[src/hdl/blpd_pkg.sv]
package blpd_pkg;

  // Table size and brightness width.
  localparam int TABLE_POINTS    = 5;
  localparam int BRIGHTNESS_BITS = 8;
  localparam int TUNE_BITS       = 5;
  localparam int POINT_BITS      = BRIGHTNESS_BITS + TUNE_BITS;
  localparam int IDX_BITS        = $clog2(TABLE_POINTS);

  // Dividend of the interpolation: brightness span times tune difference.
  localparam int NUM_BITS = BRIGHTNESS_BITS + TUNE_BITS;
  localparam int CNT_BITS = $clog2(NUM_BITS);

  // Level that turns on high-brightness mode.
  localparam int AUTO_BITS = 4;
  localparam logic [AUTO_BITS-1:0] HBM_THRESHOLD = AUTO_BITS'(6);

  // Configuration register indexes.
  localparam int CFG_IDX_BITS = 4;
  localparam logic [CFG_IDX_BITS-1:0] CFG_OUTDOOR = CFG_IDX_BITS'(TABLE_POINTS);
  localparam logic [CFG_IDX_BITS-1:0] CFG_AUTO    = CFG_IDX_BITS'(TABLE_POINTS + 1);
  localparam int CFG_DATA_BITS = POINT_BITS;

  // Command queue between classifier and execution unit.
  localparam int QUEUE_DEPTH = 2;
  localparam int QPTR_BITS   = $clog2(QUEUE_DEPTH);

  typedef logic [POINT_BITS-1:0] point_t;
  typedef point_t [TABLE_POINTS-1:0] table_t;

  typedef struct packed {
    logic [BRIGHTNESS_BITS-1:0] brightness;
    logic                       blanked;
  } in_t;

  typedef struct packed {
    logic                 status;
    logic [TUNE_BITS-1:0] level;
    logic                 level_changed;
    logic                 power_off;
    logic                 power_on;
    logic [TUNE_BITS-1:0] pulse_count;
  } out_t;

  typedef enum logic [1:0] {
    CMD_ERROR,
    CMD_DIRECT,
    CMD_INTERP
  } cmd_kind_t;

  // One classified request. For CMD_INTERP, tune holds the upper point's level.
  typedef struct packed {
    cmd_kind_t                  kind;
    logic [TUNE_BITS-1:0]       tune;
    logic [BRIGHTNESS_BITS-1:0] span;
    logic [BRIGHTNESS_BITS-1:0] den;
    logic                       tdiff_neg;
    logic [TUNE_BITS-1:0]       tdiff_mag;
  } cmd_t;

  // Brightness and tune fields of a table point.
  function automatic logic [BRIGHTNESS_BITS-1:0] pt_brt(input point_t p);
    pt_brt = p[BRIGHTNESS_BITS-1:0];
  endfunction

  function automatic logic [TUNE_BITS-1:0] pt_tune(input point_t p);
    pt_tune = p[POINT_BITS-1:BRIGHTNESS_BITS];
  endfunction

  // Reset contents of a table point.
  function automatic point_t reset_point(input int k);
    logic [BRIGHTNESS_BITS-1:0] b;
    logic [TUNE_BITS-1:0]       t;
    b = '1;
    t = '1;
    case (k)
      0: begin
        b = '0;
        t = TUNE_BITS'(0);
      end
      1: begin
        b = BRIGHTNESS_BITS'(1);
        t = TUNE_BITS'(1);
      end
      2: begin
        b = BRIGHTNESS_BITS'(20);
        t = TUNE_BITS'(2);
      end
      3: begin
        b = BRIGHTNESS_BITS'(128);
        t = TUNE_BITS'(16);
      end
      default: begin
        b = '1;
        t = '1;
      end
    endcase
    reset_point = {t, b};
  endfunction

endpackage

[src/hdl/backlight_level_interp_pulse_dimming_unit.sv]
// Backlight level mapper with pulse dimming.
// Input channel (in_valid/in_ready/in_data): one brightness request per item,
// with a blank flag that forces the request to zero. Each request gives one
// result on the output channel (out_valid/out_ready/out_data): status, level,
// change flag, power-off, power-on and down-pulse count.
// Configuration channel (cfg_valid/cfg_ready/cfg_index/cfg_data): indexes 0 to
// 4 write the table points, 5 the outdoor tune level, 6 the automatic level.
// It is always ready; other indexes are ignored. Write it only while idle.
// A request is classified in the cycle it is accepted and queued in a
// two-entry command queue. Error and direct results pass from the queue to
// the output register, and such requests can follow one per cycle while the
// receiver takes them. For an interpolated result, the product is registered,
// the restoring divider gives one quotient bit per cycle, and a final state
// writes the result. The divider takes one interpolated request at a time;
// later commands wait in the queue. While the receiver stalls, the result is
// held in the output register, the queue fills, and then in_ready drops.
// Reset restores the table defaults and sets the kept level to zero (off).
module backlight_level_interp_pulse_dimming_unit (
  input  logic                                    clk,
  input  logic                                    rst_n,
  input  logic                                    in_valid,
  output logic                                    in_ready,
  input  blpd_pkg::in_t                           in_data,
  output logic                                    out_valid,
  input  logic                                    out_ready,
  output blpd_pkg::out_t                          out_data,
  input  logic                                    cfg_valid,
  output logic                                    cfg_ready,
  input  logic [blpd_pkg::CFG_IDX_BITS-1:0]       cfg_index,
  input  logic [blpd_pkg::CFG_DATA_BITS-1:0]      cfg_data
);

  blpd_pkg::table_t                      points_r, points_nxt;
  logic [blpd_pkg::TUNE_BITS-1:0]        outdoor_r, outdoor_nxt;
  logic [blpd_pkg::AUTO_BITS-1:0]        auto_r, auto_nxt;
  logic                                  q_full;
  logic                                  q_push;
  blpd_pkg::cmd_t                        q_wdata;
  logic                                  q_pop;
  logic                                  q_valid;
  blpd_pkg::cmd_t                        q_rdata;

  assign cfg_ready = 1'b1;

  // Configuration register decode.
  always_comb begin
    points_nxt  = points_r;
    outdoor_nxt = outdoor_r;
    auto_nxt    = auto_r;
    if (cfg_valid) begin
      if (cfg_index < blpd_pkg::CFG_OUTDOOR) begin
        points_nxt[cfg_index[blpd_pkg::IDX_BITS-1:0]] = cfg_data[blpd_pkg::POINT_BITS-1:0];
      end else if (cfg_index == blpd_pkg::CFG_OUTDOOR) begin
        outdoor_nxt = cfg_data[blpd_pkg::TUNE_BITS-1:0];
      end else if (cfg_index == blpd_pkg::CFG_AUTO) begin
        auto_nxt = cfg_data[blpd_pkg::AUTO_BITS-1:0];
      end
    end
  end

  always_ff @(posedge clk) begin
    if (!rst_n) begin
      for (int i = 0; i < blpd_pkg::TABLE_POINTS; i++) begin
        points_r[i] <= blpd_pkg::reset_point(i);
      end
      outdoor_r <= '1;
      auto_r    <= '0;
    end else begin
      points_r  <= points_nxt;
      outdoor_r <= outdoor_nxt;
      auto_r    <= auto_nxt;
    end
  end

  // Request classifier.
  blpd_front u_front (
    .clk           (clk),
    .rst_n         (rst_n),
    .in_valid      (in_valid),
    .in_ready      (in_ready),
    .in_data       (in_data),
    .points        (points_r),
    .auto_level    (auto_r),
    .outdoor_level (outdoor_r),
    .q_full        (q_full),
    .q_push        (q_push),
    .q_data        (q_wdata)
  );

  // Command queue.
  blpd_queue u_queue (
    .clk       (clk),
    .rst_n     (rst_n),
    .push      (q_push),
    .push_data (q_wdata),
    .full      (q_full),
    .pop       (q_pop),
    .valid     (q_valid),
    .data      (q_rdata)
  );

  // Divider, level tracking and output register.
  blpd_back u_back (
    .clk       (clk),
    .rst_n     (rst_n),
    .q_valid   (q_valid),
    .q_data    (q_rdata),
    .q_pop     (q_pop),
    .out_valid (out_valid),
    .out_ready (out_ready),
    .out_data  (out_data)
  );

endmodule

[src/hdl/blpd_front.sv]
module blpd_front (
  input  logic                                 clk,
  input  logic                                 rst_n,
  input  logic                                 in_valid,
  output logic                                 in_ready,
  input  blpd_pkg::in_t                        in_data,
  input  blpd_pkg::table_t                     points,
  input  logic [blpd_pkg::AUTO_BITS-1:0]       auto_level,
  input  logic [blpd_pkg::TUNE_BITS-1:0]       outdoor_level,
  input  logic                                 q_full,
  output logic                                 q_push,
  output blpd_pkg::cmd_t                       q_data
);

  logic [blpd_pkg::BRIGHTNESS_BITS-1:0] b;
  logic [blpd_pkg::BRIGHTNESS_BITS-1:0] maxb;
  logic [blpd_pkg::IDX_BITS-1:0]        k;
  logic [blpd_pkg::IDX_BITS-1:0]        kp;
  logic [blpd_pkg::BRIGHTNESS_BITS-1:0] brt_k;
  logic [blpd_pkg::BRIGHTNESS_BITS-1:0] brt_p;
  logic [blpd_pkg::TUNE_BITS-1:0]       tune_k;
  logic [blpd_pkg::TUNE_BITS-1:0]       tune_p;

  // The classifier is combinational; the queue gives the registered boundary.
  assign in_ready = !q_full;
  assign q_push   = in_valid && !q_full;

  // Effective request and table maximum.
  assign b    = in_data.blanked ? '0 : in_data.brightness;
  assign maxb = blpd_pkg::pt_brt(points[blpd_pkg::TABLE_POINTS-1]);

  // First point at or above the request; the last point when none is.
  always_comb begin
    k = blpd_pkg::IDX_BITS'(blpd_pkg::TABLE_POINTS - 1);
    for (int i = blpd_pkg::TABLE_POINTS - 2; i >= 0; i--) begin
      if (b <= blpd_pkg::pt_brt(points[i])) begin
        k = blpd_pkg::IDX_BITS'(i);
      end
    end
  end

  assign kp     = k - blpd_pkg::IDX_BITS'(1);
  assign brt_k  = blpd_pkg::pt_brt(points[k]);
  assign brt_p  = blpd_pkg::pt_brt(points[kp]);
  assign tune_k = blpd_pkg::pt_tune(points[k]);
  assign tune_p = blpd_pkg::pt_tune(points[k == '0 ? k : kp]);

  // Build the command for the execution unit.
  always_comb begin
    q_data           = '0;
    q_data.kind      = blpd_pkg::CMD_DIRECT;
    q_data.tune      = tune_k;
    q_data.span      = brt_k - b;
    q_data.den       = brt_k - brt_p;
    q_data.tdiff_neg = tune_k < tune_p;
    q_data.tdiff_mag = (tune_k < tune_p) ? (tune_p - tune_k) : (tune_k - tune_p);
    if (b > maxb) begin
      q_data.kind = blpd_pkg::CMD_ERROR;
    end else if (auto_level >= blpd_pkg::HBM_THRESHOLD && b == maxb) begin
      q_data.tune = outdoor_level;
    end else if (k > blpd_pkg::IDX_BITS'(1)) begin
      q_data.kind = blpd_pkg::CMD_INTERP;
    end
  end

`ifndef SYNTH
  // An interpolated command always has a lower neighbor with smaller brightness.
  assert property (@(posedge clk) disable iff (!rst_n)
    q_push && q_data.kind == blpd_pkg::CMD_INTERP |-> q_data.den != '0)
    else $error("interpolation with zero brightness span");
  // An error is only raised for a request above the table maximum.
  assert property (@(posedge clk) disable iff (!rst_n)
    q_push && q_data.kind == blpd_pkg::CMD_ERROR |-> !in_data.blanked)
    else $error("blanked request classified as error");
  // The span never exceeds the distance between the two points.
  assert property (@(posedge clk) disable iff (!rst_n)
    q_push && q_data.kind == blpd_pkg::CMD_INTERP |-> q_data.span < q_data.den)
    else $error("request outside its interpolation interval");
`endif

endmodule

[src/hdl/blpd_queue.sv]
module blpd_queue (
  input  logic                clk,
  input  logic                rst_n,
  input  logic                push,
  input  blpd_pkg::cmd_t      push_data,
  output logic                full,
  input  logic                pop,
  output logic                valid,
  output blpd_pkg::cmd_t      data
);

  blpd_pkg::cmd_t                  mem_r [blpd_pkg::QUEUE_DEPTH];
  logic [blpd_pkg::QPTR_BITS-1:0]  wptr_r, wptr_nxt;
  logic [blpd_pkg::QPTR_BITS-1:0]  rptr_r, rptr_nxt;
  logic [blpd_pkg::QPTR_BITS:0]    count_r, count_nxt;

  assign full  = count_r == (blpd_pkg::QPTR_BITS + 1)'(blpd_pkg::QUEUE_DEPTH);
  assign valid = count_r != '0;
  assign data  = mem_r[rptr_r];

  // Pointer and fill count updates.
  always_comb begin
    wptr_nxt  = push ? wptr_r + blpd_pkg::QPTR_BITS'(1) : wptr_r;
    rptr_nxt  = pop ? rptr_r + blpd_pkg::QPTR_BITS'(1) : rptr_r;
    count_nxt = count_r;
    if (push && !pop) begin
      count_nxt = count_r + (blpd_pkg::QPTR_BITS + 1)'(1);
    end else if (pop && !push) begin
      count_nxt = count_r - (blpd_pkg::QPTR_BITS + 1)'(1);
    end
  end

  always_ff @(posedge clk) begin
    if (!rst_n) begin
      wptr_r  <= '0;
      rptr_r  <= '0;
      count_r <= '0;
    end else begin
      wptr_r  <= wptr_nxt;
      rptr_r  <= rptr_nxt;
      count_r <= count_nxt;
    end
  end

  // Entry storage.
  always_ff @(posedge clk) begin
    if (push) begin
      mem_r[wptr_r] <= push_data;
    end
  end

`ifndef SYNTH
  // The classifier never pushes into a full queue.
  assert property (@(posedge clk) disable iff (!rst_n) push |-> !full)
    else $error("push into full queue");
  // The executor never pops an empty queue.
  assert property (@(posedge clk) disable iff (!rst_n) pop |-> valid)
    else $error("pop from empty queue");
  // The fill count never exceeds the depth.
  assert property (@(posedge clk) disable iff (!rst_n)
    count_r <= (blpd_pkg::QPTR_BITS + 1)'(blpd_pkg::QUEUE_DEPTH))
    else $error("queue count overflow");
`endif

endmodule

[src/hdl/blpd_back.sv]
module blpd_back (
  input  logic                clk,
  input  logic                rst_n,
  input  logic                q_valid,
  input  blpd_pkg::cmd_t      q_data,
  output logic                q_pop,
  output logic                out_valid,
  input  logic                out_ready,
  output blpd_pkg::out_t      out_data
);

  typedef enum logic [1:0] {
    S_IDLE,
    S_DIV,
    S_FIN
  } state_t;

  localparam int NB = blpd_pkg::NUM_BITS;
  localparam int BB = blpd_pkg::BRIGHTNESS_BITS;
  localparam int TB = blpd_pkg::TUNE_BITS;

  state_t                          state_r, state_nxt;
  logic [TB-1:0]                   level_r, level_nxt;
  logic                            out_valid_r, out_valid_nxt;
  blpd_pkg::out_t                  out_data_r, out_data_nxt;
  logic [NB-1:0]                   dvd_r, dvd_nxt;
  logic [BB-1:0]                   rem_r, rem_nxt;
  logic [BB-1:0]                   den_r, den_nxt;
  logic [blpd_pkg::CNT_BITS-1:0]   cnt_r, cnt_nxt;
  logic                            neg_r, neg_nxt;
  logic [TB-1:0]                   tune_k_r, tune_k_nxt;

  logic                            out_free;
  logic [BB:0]                     rem_sh;
  logic                            rem_ge;
  logic signed [NB+1:0]            t_wide;
  logic [TB-1:0]                   t_interp;
  logic [TB-1:0]                   tune_sel;
  logic                            is_err;
  blpd_pkg::out_t                  res;

  assign out_free  = !out_valid_r || out_ready;
  assign out_valid = out_valid_r;
  assign out_data  = out_data_r;

  // Pop a command when idle; direct and error commands also need the output slot.
  assign q_pop = (state_r == S_IDLE) && q_valid &&
                 (q_data.kind == blpd_pkg::CMD_INTERP || out_free);

  // One restoring division step per cycle.
  assign rem_sh = {rem_r, dvd_r[NB-1]};
  assign rem_ge = rem_sh >= {1'b0, den_r};

  // Interpolated level, clamped to the tune range.
  always_comb begin
    if (neg_r) begin
      t_wide = $signed({2'b00, {(NB - TB){1'b0}}, tune_k_r}) + $signed({2'b00, dvd_r});
    end else begin
      t_wide = $signed({2'b00, {(NB - TB){1'b0}}, tune_k_r}) - $signed({2'b00, dvd_r});
    end
    if (t_wide < 0) begin
      t_interp = '0;
    end else if (t_wide > (NB + 2)'(2 ** TB - 1)) begin
      t_interp = '1;
    end else begin
      t_interp = t_wide[TB-1:0];
    end
  end

  // Result of the command that completes this cycle.
  always_comb begin
    is_err   = (state_r == S_IDLE) && q_data.kind == blpd_pkg::CMD_ERROR;
    tune_sel = (state_r == S_FIN) ? t_interp : q_data.tune;
    res      = '0;
    if (is_err) begin
      res.status = 1'b1;
      res.level  = level_r;
    end else begin
      res.level = tune_sel;
      if (tune_sel != level_r) begin
        res.level_changed = 1'b1;
        if (tune_sel == '0) begin
          res.power_off = 1'b1;
        end else begin
          res.power_on    = level_r == '0;
          res.pulse_count = level_r - tune_sel;
        end
      end
    end
  end

  // Sequencer: on pop, write a direct or error result or load the divider; iterate it, then write the result.
  always_comb begin
    state_nxt     = state_r;
    level_nxt     = level_r;
    out_valid_nxt = out_valid_r && !out_ready;
    out_data_nxt  = out_data_r;
    dvd_nxt       = dvd_r;
    rem_nxt       = rem_r;
    den_nxt       = den_r;
    cnt_nxt       = cnt_r;
    neg_nxt       = neg_r;
    tune_k_nxt    = tune_k_r;
    unique case (state_r)
      S_IDLE: begin
        if (q_pop) begin
          if (q_data.kind == blpd_pkg::CMD_INTERP) begin
            dvd_nxt    = NB'(q_data.span * q_data.tdiff_mag);
            rem_nxt    = '0;
            den_nxt    = q_data.den;
            cnt_nxt    = '0;
            neg_nxt    = q_data.tdiff_neg;
            tune_k_nxt = q_data.tune;
            state_nxt  = S_DIV;
          end else begin
            out_valid_nxt = 1'b1;
            out_data_nxt  = res;
            level_nxt     = res.level;
          end
        end
      end
      S_DIV: begin
        rem_nxt = rem_ge ? BB'(rem_sh - {1'b0, den_r}) : rem_sh[BB-1:0];
        dvd_nxt = {dvd_r[NB-2:0], rem_ge};
        cnt_nxt = cnt_r + blpd_pkg::CNT_BITS'(1);
        if (cnt_r == blpd_pkg::CNT_BITS'(NB - 1)) begin
          state_nxt = S_FIN;
        end
      end
      S_FIN: begin
        if (out_free) begin
          out_valid_nxt = 1'b1;
          out_data_nxt  = res;
          level_nxt     = res.level;
          state_nxt     = S_IDLE;
        end
      end
      default: begin
        state_nxt = S_IDLE;
      end
    endcase
  end

  always_ff @(posedge clk) begin
    if (!rst_n) begin
      state_r     <= S_IDLE;
      level_r     <= '0;
      out_valid_r <= 1'b0;
    end else begin
      state_r     <= state_nxt;
      level_r     <= level_nxt;
      out_valid_r <= out_valid_nxt;
    end
    out_data_r <= out_data_nxt;
    dvd_r      <= dvd_nxt;
    rem_r      <= rem_nxt;
    den_r      <= den_nxt;
    cnt_r      <= cnt_nxt;
    neg_r      <= neg_nxt;
    tune_k_r   <= tune_k_nxt;
  end

`ifndef SYNTH
  // A held result always reports the level that is now kept.
  assert property (@(posedge clk) disable iff (!rst_n)
    out_valid_r |-> out_data_r.level == level_r)
    else $error("result level differs from kept level");
  // The divider never runs with a zero divisor.
  assert property (@(posedge clk) disable iff (!rst_n)
    state_r == S_DIV |-> den_r != '0)
    else $error("division by zero");
  // Power-off and power-on are never reported together.
  assert property (@(posedge clk) disable iff (!rst_n)
    out_valid_r |-> !(out_data_r.power_off && out_data_r.power_on))
    else $error("power off and on in one result");
  // The kept level only moves when a result is written.
  assert property (@(posedge clk) disable iff (!rst_n)
    level_r != $past(level_r) |-> out_valid_r)
    else $error("level changed without a result");
`endif

endmodule

[config.mk]
export PLATFORM = sky130hd
export DESIGN_NAME = backlight_level_interp_pulse_dimming_unit
export DESIGN_NICKNAME = d
export VERILOG_FILES = /design/src/hdl/blpd_pkg.sv /design/src/hdl/backlight_level_interp_pulse_dimming_unit.sv /design/src/hdl/blpd_front.sv /design/src/hdl/blpd_queue.sv /design/src/hdl/blpd_back.sv
export SDC_FILE = /design/constraint.sdc
export NUM_CORES = 1
export LEC_CHECK = 0
export BUFFER_PORTS_ARGS = -buffer_cell sky130_fd_sc_hd__clkbuf_2
export CAP_MARGIN = 30
export CORE_MARGIN = 1
export CORE_UTILIZATION = 55
export CTS_CLUSTER_DIAMETER = 150
export DETAILED_ROUTE_END_ITERATION = 8
export GPL_TIMING_DRIVEN = 0
export PLACE_DENSITY = 0.72
export REMOVE_ABC_BUFFERS = 1
export SLEW_MARGIN = 15
export SYNTH_ARGS = -nofsm -noshare
export SYNTH_HDL_FRONTEND = slang
export SYNTH_HIERARCHICAL = 1
export SYNTH_SLANG_ARGS = --single-unit
[constraint.sdc]
create_clock -name clk -period 8.3 [get_ports clk]
set_input_delay 0.83 -clock clk [delete_from_list [all_inputs] [get_ports clk]]
set_output_delay 0.83 -clock clk [all_outputs]
set_load 0.01 [all_outputs]
# ---- Yosys cells after proc, flatten, opt, wreduce, memory -nomap -nowiden
# Memory sizes are Yosys's and may differ from the RTL's. A register that Yosys moved wholly into a read port is not among the register bits.
# Cells that the tools add are included.
dict set report classes {
  addsub 14
  multipliers 1
  order_cmp 17
  n_eq_ne 14
  n_mux 64
  bitwise_logic 2
  reduce_logical 32
}
# cell count
set op_table {}
lappend op_table {{binary-select mux 13 bit (select 3 bit)} 3}
lappend op_table {{bitwise mux 65 bit} 1}
lappend op_table {{two-way mux 13 bit} 5}
lappend op_table {{two-way mux 8 bit} 7}
lappend op_table {{two-way mux 5 bit} 10}
lappend op_table {{two-way mux 14 bit} 3}
lappend op_table {{demux 13 bit (select 3 bit)} 1}
lappend op_table {{<= comparator 8 bit} 4}
lappend op_table {{case mux 14 bit (2 select lines)} 1}
lappend op_table {{case mux 13 bit (2 select lines)} 1}
lappend op_table {{subtractor 8 bit} 3}
lappend op_table {{two-way mux 2 bit} 9}
lappend op_table {{< comparator 3 x 4 -> 1 bit, second input constant} 4}
lappend op_table {{case mux 8 bit (2 select lines)} 1}
lappend op_table {{> comparator 15 x 6 -> 1 bit, second input constant} 1}
lappend op_table {{< comparator 15 x 1 -> 1 bit, second input constant} 1}
lappend op_table {{two-way mux 15 bit} 1}
lappend op_table {{two-way mux 3 bit} 5}
lappend op_table {{subtractor 5 bit} 3}
lappend op_table {{adder 5 x 13 -> 14 bit} 1}
lappend op_table {{subtractor 5 x 13 -> 14 bit} 1}
lappend op_table {{multiplier 8 x 5 -> 13 bit} 1}
lappend op_table {{AND reduction 4 bit} 3}
lappend op_table {{logical NOT 5 bit} 2}
lappend op_table {{36 further kinds} 72}
dict set report word_totals {
  regBits 139
  ram_bits 58
  inputBits 31
  n_memories 1
}
# memory words word_bits read_ports rd_clocked_by_memory_dff wr line
set memory_table {}
lappend memory_table {u_queue.mem_r 2 29 1 1 1 blpd_queue.sv:12} ;# blpd_pkg::cmd_t mem_r [blpd_pkg::QUEUE_DEPTH];

# ---- Depth between registers and ports, before layout
# Gate-level depths: netlist (run 1).
dict set report depth {
  depth_word 13
  depth_mapped 29
  depth_no_buf 26
}

# ---- Cells and area by module
# The synthesis (run 1) kept the hierarchy.
# mod n_inst cells_per_inst area_each_um2 seq_area_each_um2
set modules_own_cells {}
lappend modules_own_cells {blpd_back 1 528 5066.1 1751.7}
lappend modules_own_cells {blpd_front 1 417 3295.7 0.0}
lappend modules_own_cells {backlight_level_interp_pulse_dimming_unit 1 294 2850.2 1481.4}
lappend modules_own_cells {blpd_queue 1 112 2313.5 1841.8}

# ---- Worst setup path after synthesis (run 1)
# OpenSTA, ideal clock, no wires.
dict set report synth_timing {
  path_kind {input port to flip-flop}
  startpoint {in in_data[0] in the netlist's numbering}
  endpoint {mem u_queue/mem_r[0][13] in the netlist's numbering (data pin)}
  arrival_time_ns 6.287
  t_required_ns 8.032
  path_slack_ns 1.744
  cell_stages 29
  n_path_buf 4
  path_cell_list {inv_1 -> nand2_1 -> inv_1 -> ha_1 -> nor2b_1 -> a21oi_1 -> or4b_1 -> nand3_2 -> o21ai_2 -> nand2_4 -> buf_2 -> buf_2 -> buf_2 -> inv_1 -> ha_1 -> clkbuf_1 -> clkinv_1 -> mux4_2 -> a22o_1 -> inv_1 -> ha_1 -> nor2b_1 -> o21ai_0 -> nand2b_1 -> a21o_1 -> a21oi_1 -> o21ai_0 -> xor2_1 -> xnor2_1}
}
# item line
set synth_rtl {}
lappend synth_rtl {{start: declaration} backlight_level_interp_pulse_dimming_unit.sv:23} ;# input blpd_pkg::in_t in_data,
lappend synth_rtl {{end: declaration} blpd_queue.sv:12}

==> metrics, run 1 <==
status completed; proportion of layout cells with a drive suffix above 1 12.9%; clock-pin slew on the worst setup and hold paths roughly 0.080 ns; Sum Neg Setup Slack 0 ns; DRC violation count after routing 0; TritonCTS clock tree built; signal arrival time at the worst endpoint 7.21 ns; critical path launch point type input pin; antenna violations before repair 0; clock latency at the later pin of the worst-skew pair 0.44 ns; crit end category register; starting DRC count in detailed routing 745; number of pins exceeding their max-slew limit in the final report 0; area of the placeable core 0.0238 mm^2; cell with the largest stage delay on the worst path or4b_1; global-route wire length before repair 48.1 mm; destination of the worst hold path auto_r[3]$_SDFFE_PN0P_; DRT antenna net count 0; Max H-tree Level 4; maximum net fanout on the critical path 8; vias in the first global route 9,627; synthesis warning total 6; top sig layer met4; power density normalized to cell area 377 mW/mm^2; layout filler cell count 1,945; worst slack after detailed placement ~0.84 ns; leading cell type in the layout, fill and taps excluded nand2_1; r2r setup slk 1.84 ns; remaining global-route overflow 0; vias per std cell 5.81; met2 routed wirelength 14.4 mm; CTS Buffer Depth 2; reg-to-reg endpoint u_queue/mem_r[0][13]$_DFFE_PP_; gpl congestion 0.911; Setup Buffers After CTS 0; area delta synth->final 8.43%; launch point of the worst hold path auto_r[3]$_SDFFE_PN0P_; detail-routed net length per standard cell 17.1 um; worst hold slack 0.465 ns; cell area after technology mapping 0.0135 mm^2; ports placed on the boundary 48; Ant. Diodes 0; unrepaired setup endpoints after global routing false; Cells after Synth 1,348; root buffer selected by CTS clkbuf_16; number of cells upsized or downsized after cts 0; pin count of the biggest net entering global routing 81; most used cell, CP inv_1; worst setup margin around 1.3 ns; number of clock buffers inserted by TritonCTS 17; worst endpoint required time between 8 and 9 ns; die extent in y 159 um; Post-CTS Hold Buffers 0; depth of the worst register-to-register path 23; LEAKAGE 6.32 nW; Die W roughly 160 um; Worst Skew roughly 0.012 ns; launch point of the worst reg-to-reg path points_r[29]$_SDFFE_PN0P_; IO buf count 46; Hold Fails Final Rpt 0; routed via count 9,943; # nets final between 1,500 and 2,000; synthesized area divided by synthesized cell count 10.0 um^2; detailed route wirelength on metal3 1.08 mm; min cycle time layout 7.05 ns; reported max-cap violation count 0; metal1 wirelength 13.1 mm; starting density of the core between 50% and 60%; Final setup violation count 0; most used cells in the layout excluding fill and tap cells 145 x nand2_1, 120 x inv_1, 111 x edfxtp_1, 102 x ha_1, 91 x a21oi_1; path type of the worst min-delay path reg2reg; total wire length between 20 and 30 mm; normalized max-slew margin 28.8%; type of the worst setup path in2reg; max frequency 0.142 GHz; area of the die 0.0252 mm^2; half-perimeter wire length of the detailed placement result around 22 mm; delay of the slowest cell on the worst path around 0.57 ns; worst-margin pin slew approximately 1.1 ns; final clock period utilization by the worst path 84.9%; GRT Util Overall between 20% and 30%; hold path cells 2; DR pass1 iterations 6; number of rows in the core area 56; Max rail drop VDD 0.238 mV; Sink Count 197
[sequential cells by signal (all words and copies together) (netlist names), named ones only]
name and count:
u_queue/mem_r 58, u_queue/wptr_r 1, points_r 65, outdoor_r 5, u_back/neg_r 1, u_back/out_valid 1, u_back/out_data 14, u_queue/rptr_r 1
u_queue/count_r 2, u_back/den_r 8, auto_r 3, u_back/dvd_r 13, u_back/tune_k_r 5, u_back/state_r 2, u_back/rem_r 8, u_back/cnt_r 4
u_back/level_r 5
[metal layers]
layer  track usage, %  vias up
li1                 -     4875
met1             31.4     4802
met2             42.5      218
met3             3.51       48
met4             7.92        0
met5                0        -
[how the worst max path moves through the flow]
stage	startpoint	slack (ns)	to	cells past startpoint
finish	in_data[0]	1.25	u_queue/mem_r[0][13]$_DFFE_PP_	26
global route	in_data[0]	0.91	u_queue/mem_r[1][4]$_DFFE_PP_	28
CTS	in_data[0]	1.31	u_queue/mem_r[1][13]$_DFFE_PP_	26
detailed placement	in_data[0]	0.84	u_queue/mem_r[0][13]$_DFFE_PP_	26
global placement	in_data[0]	0.52	u_queue/mem_r[1][13]$_DFFE_PP_	25
floorplan	in_data[0]	2.04	u_queue/mem_r[0][13]$_DFFE_PP_	24
[stage by stage]
stage / instances / utilization (%) / cell area, um^2 / power, mW
after floorplan: 1303 / - / 13300 / 4.03
after global placement: 1668 / 58.4 / 13900 / 4.57
after detailed placement: 1677 / 59.1 / 14000 / 4.70
after CTS: 1709 / 61.5 / 14600 / 5.54
after global routing: 1710 / 61.6 / 14600 / 6.03
final: 1710 / 61.6 / 14600 / 5.51
[worst max-delay path, delay by kind of cell]
kind,cells,cell delay (ns)
AND/OR/NAND/NOR,6,1.35
buffers and inverters,7,1.38
adder cells (fa/ha/maj),3,1.07
XOR/XNOR,2,0.35
AO/OA/AOI/OAI,7,1.64
multiplexers,1,0.57
[final cells by class]
cell class	count	area (um^2)	area share, %
Multi-Input combinational cell	984	7760	53.0
Clock buffer	17	425	2.91
Tap cell	319	399	2.73
Clock inverter	15	158	1.08
Timing Repair Buffer	56	372	2.54
Inverter	122	459	3.14
Sequential cell	197	5060	34.6
[report_power, final]
part           switching, mW  total (mW)  internal [mW]  leakage, nW
logic                   1.72        3.09           1.36         4.30
clock network          0.409       0.814          0.405        0.288
registers              0.144        1.61           1.47         1.74
Power figures use the tool's default switching activity.
==> run 2, diff against run 1 <==
PLACE_DENSITY = 0.75   (was 0.72)
clock period = 5.95 ns   (was 8.3 ns; I/O delays follow)
==> run 2 against run 1 <==
- flip-flop and latch count unchanged
- first-iteration DRC count decreased by 27%
- sequential power increased by 40%
- critical endpoint unchanged
- hold slack got worse by 0.040 ns
- combinational power increased by 43%
- clock skew increased by 0.00073 ns
- utilization increased by 1.0 points
- critical path depth unchanged
- wire length increased by 1.6%
- cell count increased by 1.1%
- setup slack got worse by 1.0 ns
==> metrics, run 2 (synthesized netlist as in run 1, its figures left out) <==
clock latency at the later pin of the worst-skew pair 0.44 ns (about the same); Worst Skew 0.0122 ns (was 0.0115 ns); min cycle time layout 5.75 ns; GRT Util Overall 24.3% (was 24.5%); maximum net fanout on the critical path 8 (unchanged); met2 routed wirelength 14.3 mm (was 14.4 mm); status completed (unchanged); worst endpoint required time 6.11 ns (was 8.46 ns); worst setup margin 0.205 ns (was 1.25 ns); TritonCTS clock tree built (unchanged); worst slack after detailed placement -1.26 ns (was 0.843 ns); routed via count 10,100 (was 9,943); vias per std cell 5.84 (was 5.81); final clock period utilization by the worst path between 90% and 100%; number of clock buffers inserted by TritonCTS 17 (unchanged); largest reg by FF count points_r (unchanged); number of rows in the core area 56 (unchanged); starting DRC count in detailed routing 547 (was 745); reported max-cap violation count 0 (unchanged); global-route wire length before repair 47.5 mm (was 48.1 mm); CTS Buffer Depth 2 (unchanged); root buffer selected by CTS clkbuf_16 (unchanged); gpl congestion 0.904 (was 0.911); IO buf count 46 (unchanged); Final setup violation count 0 (unchanged); top sig layer met4 (unchanged); multi-input logic area 0.00788 mm^2 (was 0.00776 mm^2); pin count of the biggest net entering global routing 77 (was 81); Hold Fails Final Rpt 0 (unchanged); Post-CTS Hold Buffers 0 (unchanged); starting density of the core 56.8% (unchanged); half-perimeter wire length of the detailed placement result 21.9 mm (was 22.2 mm); type of the worst setup path in2reg (unchanged); crit end category register (unchanged); area of the die 0.0252 mm^2 (unchanged); LEAKAGE 6.41 nW (was 6.32 nW); Sink Count 197 (unchanged); antenna violations before repair 0 (unchanged); number of flip-flops under the largest register name 65 (unchanged); DRT antenna net count 0 (unchanged); critical path launch point type input pin (unchanged); power density normalized to cell area 523 mW/mm^2 (was 377 mW/mm^2); most used cells in the layout excluding fill and tap cells 144 x nand2_1, 117 x inv_1, 111 x edfxtp_1, 100 x ha_1, 90 x a21oi_1 (was 145 x nand2_1, 120 x inv_1, 111 x edfxtp_1, 102 x ha_1, 91 x a21oi_1); path type of the worst min-delay path in2reg (was reg2reg); Max H-tree Level 4 (unchanged); final core utilization 62.6% (was 61.6%); DRC violation count after routing 0 (unchanged); detailed route wirelength on metal3 1.26 mm (was 1.08 mm); clock-pin slew on the worst setup and hold paths 0.07 ns (was 0.08 ns); ports placed on the boundary 48 (unchanged); normalized max-slew margin 31.3% (was 28.8%); Max rail drop VDD 0.337 mV (was 0.238 mV); max frequency 0.174 GHz; area of the placeable core 0.0238 mm^2 (unchanged); remaining global-route overflow 0 (unchanged); proportion of layout cells with a drive suffix above 1 15.3% (was 12.9%); sequential cell area 0.00506 mm^2 (unchanged); worst hold slack 0.425 ns (was 0.465 ns); # nets final 1,555 (was 1,537); vias in the first global route 9,655 (was 9,627); Die W 159 um (unchanged); number of pins exceeding their max-slew limit in the final report 0 (unchanged); total wire length 29.7 mm (was 29.2 mm); worst-margin pin slew 1.03 ns (was 1.07 ns); finished layout cell area 0.0149 mm^2 (was 0.0146 mm^2); Ant. Diodes 0 (unchanged); layout filler cell count 1,902 (was 1,945); leading cell type in the layout, fill and taps excluded nand2_1 (unchanged); die extent in y 159 um (unchanged); detail-routed net length per standard cell 17.2 um (was 17.1 um); cell area after placement 0.0140 mm^2 (about the same); metal1 wirelength 13.0 mm (was 13.1 mm); area delta synth->final 10.3% (was 8.43%); DR pass1 iterations 5 (was 6); signal arrival time at the worst endpoint 5.91 ns (was 7.21 ns)
[run 2: cell count changes in the layout (fill, tap and decap cells not counted), moves of 3 or more]
| cell | delta |
|---|---|
| buf_4 | +15 |
| inv_1 | -3 |
| inv_2 | +3 |
| mux2i_1 | -4 |
| mux2i_2 | +4 |
[run 2: metrics by stage]
stage                     power [mW]    TNS, ns  instances
after floorplan                 5.62     -0.142       1303
after global placement          6.37     -25.77       1668
after detailed placement        6.52     -17.99       1678
after CTS                       7.73          0       1715
after global routing            8.45  -0.000773       1728
final                           7.77          0       1728
[run 2: timing repair]
| action | in CTS | in global routing |
|---|---|---|
| resized for setup | 13 | 14 |
| cloned | 0 | 1 |
| setup endpoints to repair | 20 | 8 |
| pin swaps | 4 | 8 |
| buffers inserted | 5 | 10 |
[run 2: worst max-delay path: stages]
cell and delay, ns:
buf_2 0.18, inv_2 0.09, nand2_2 0.10, inv_2 0.09, ha_1 0.29, nor2b_1 0.16, a21oi_1 0.12, or4b_1 0.56
and3_2 0.29, a211oi_4 0.30, buf_6 0.20, inv_1 0.13, ha_4 0.31, clkinv_4 0.11, mux4_2 0.50, a22o_1 0.28
inv_1 0.07, ha_1 0.21, nor2b_1 0.12, o21ai_0 0.14, nand2b_1 0.10, a21o_1 0.20, a21oi_2 0.17, o21ai_0 0.12
xor2_1 0.30, xnor2_2 0.13
[run 2: report_power, final]
part	leakage (nW)	internal [mW]	total [mW]	switching (mW)
combinational	4.39	1.97	4.41	2.43
clock	0.277	0.557	1.12	0.558
sequential	1.74	2.05	2.25	0.204
total	6.41	4.58	7.77	3.19
[run 2: final cells by class]
cell class	instances	area share, %
multi-input cells	985	53.0
flip-flops and latches	197	34.0
repair buffers	73	3.41
inverters	122	3.12
clock buffers	18	2.88
well taps	319	2.68
clock inverters	14	0.950
[run 2: worst paths after layout]
| kind | startpoint | end | slack (ns) | cells after the start |
|---|---|---|---|---|
| setup / recovery | in_data[0] | u_queue/mem_r[0][13]$_DFFE_PP_ | 0.20 | 26 |
| hold / removal | cfg_data[6] | points_r[58]$_SDFFE_PN1P_ | 0.42 | 3 |
| setup reg to reg | points_r[29]$_SDFFE_PN0P_ | u_queue/mem_r[0][13]$_DFFE_PP_ | 0.37 | 23 |
| hold reg to reg | auto_r[3]$_SDFFE_PN0P_ | auto_r[3]$_SDFFE_PN0P_ | 0.47 | 2 |
[run 2: metal layers]
metal | up-vias | GRT usage (%)
met4 | 0 | 11.5
met3 | 95 | 3.76
met1 | 4818 | 30.3
li1 | 4901 | -
met5 | - | 0
met2 | 277 | 41.1
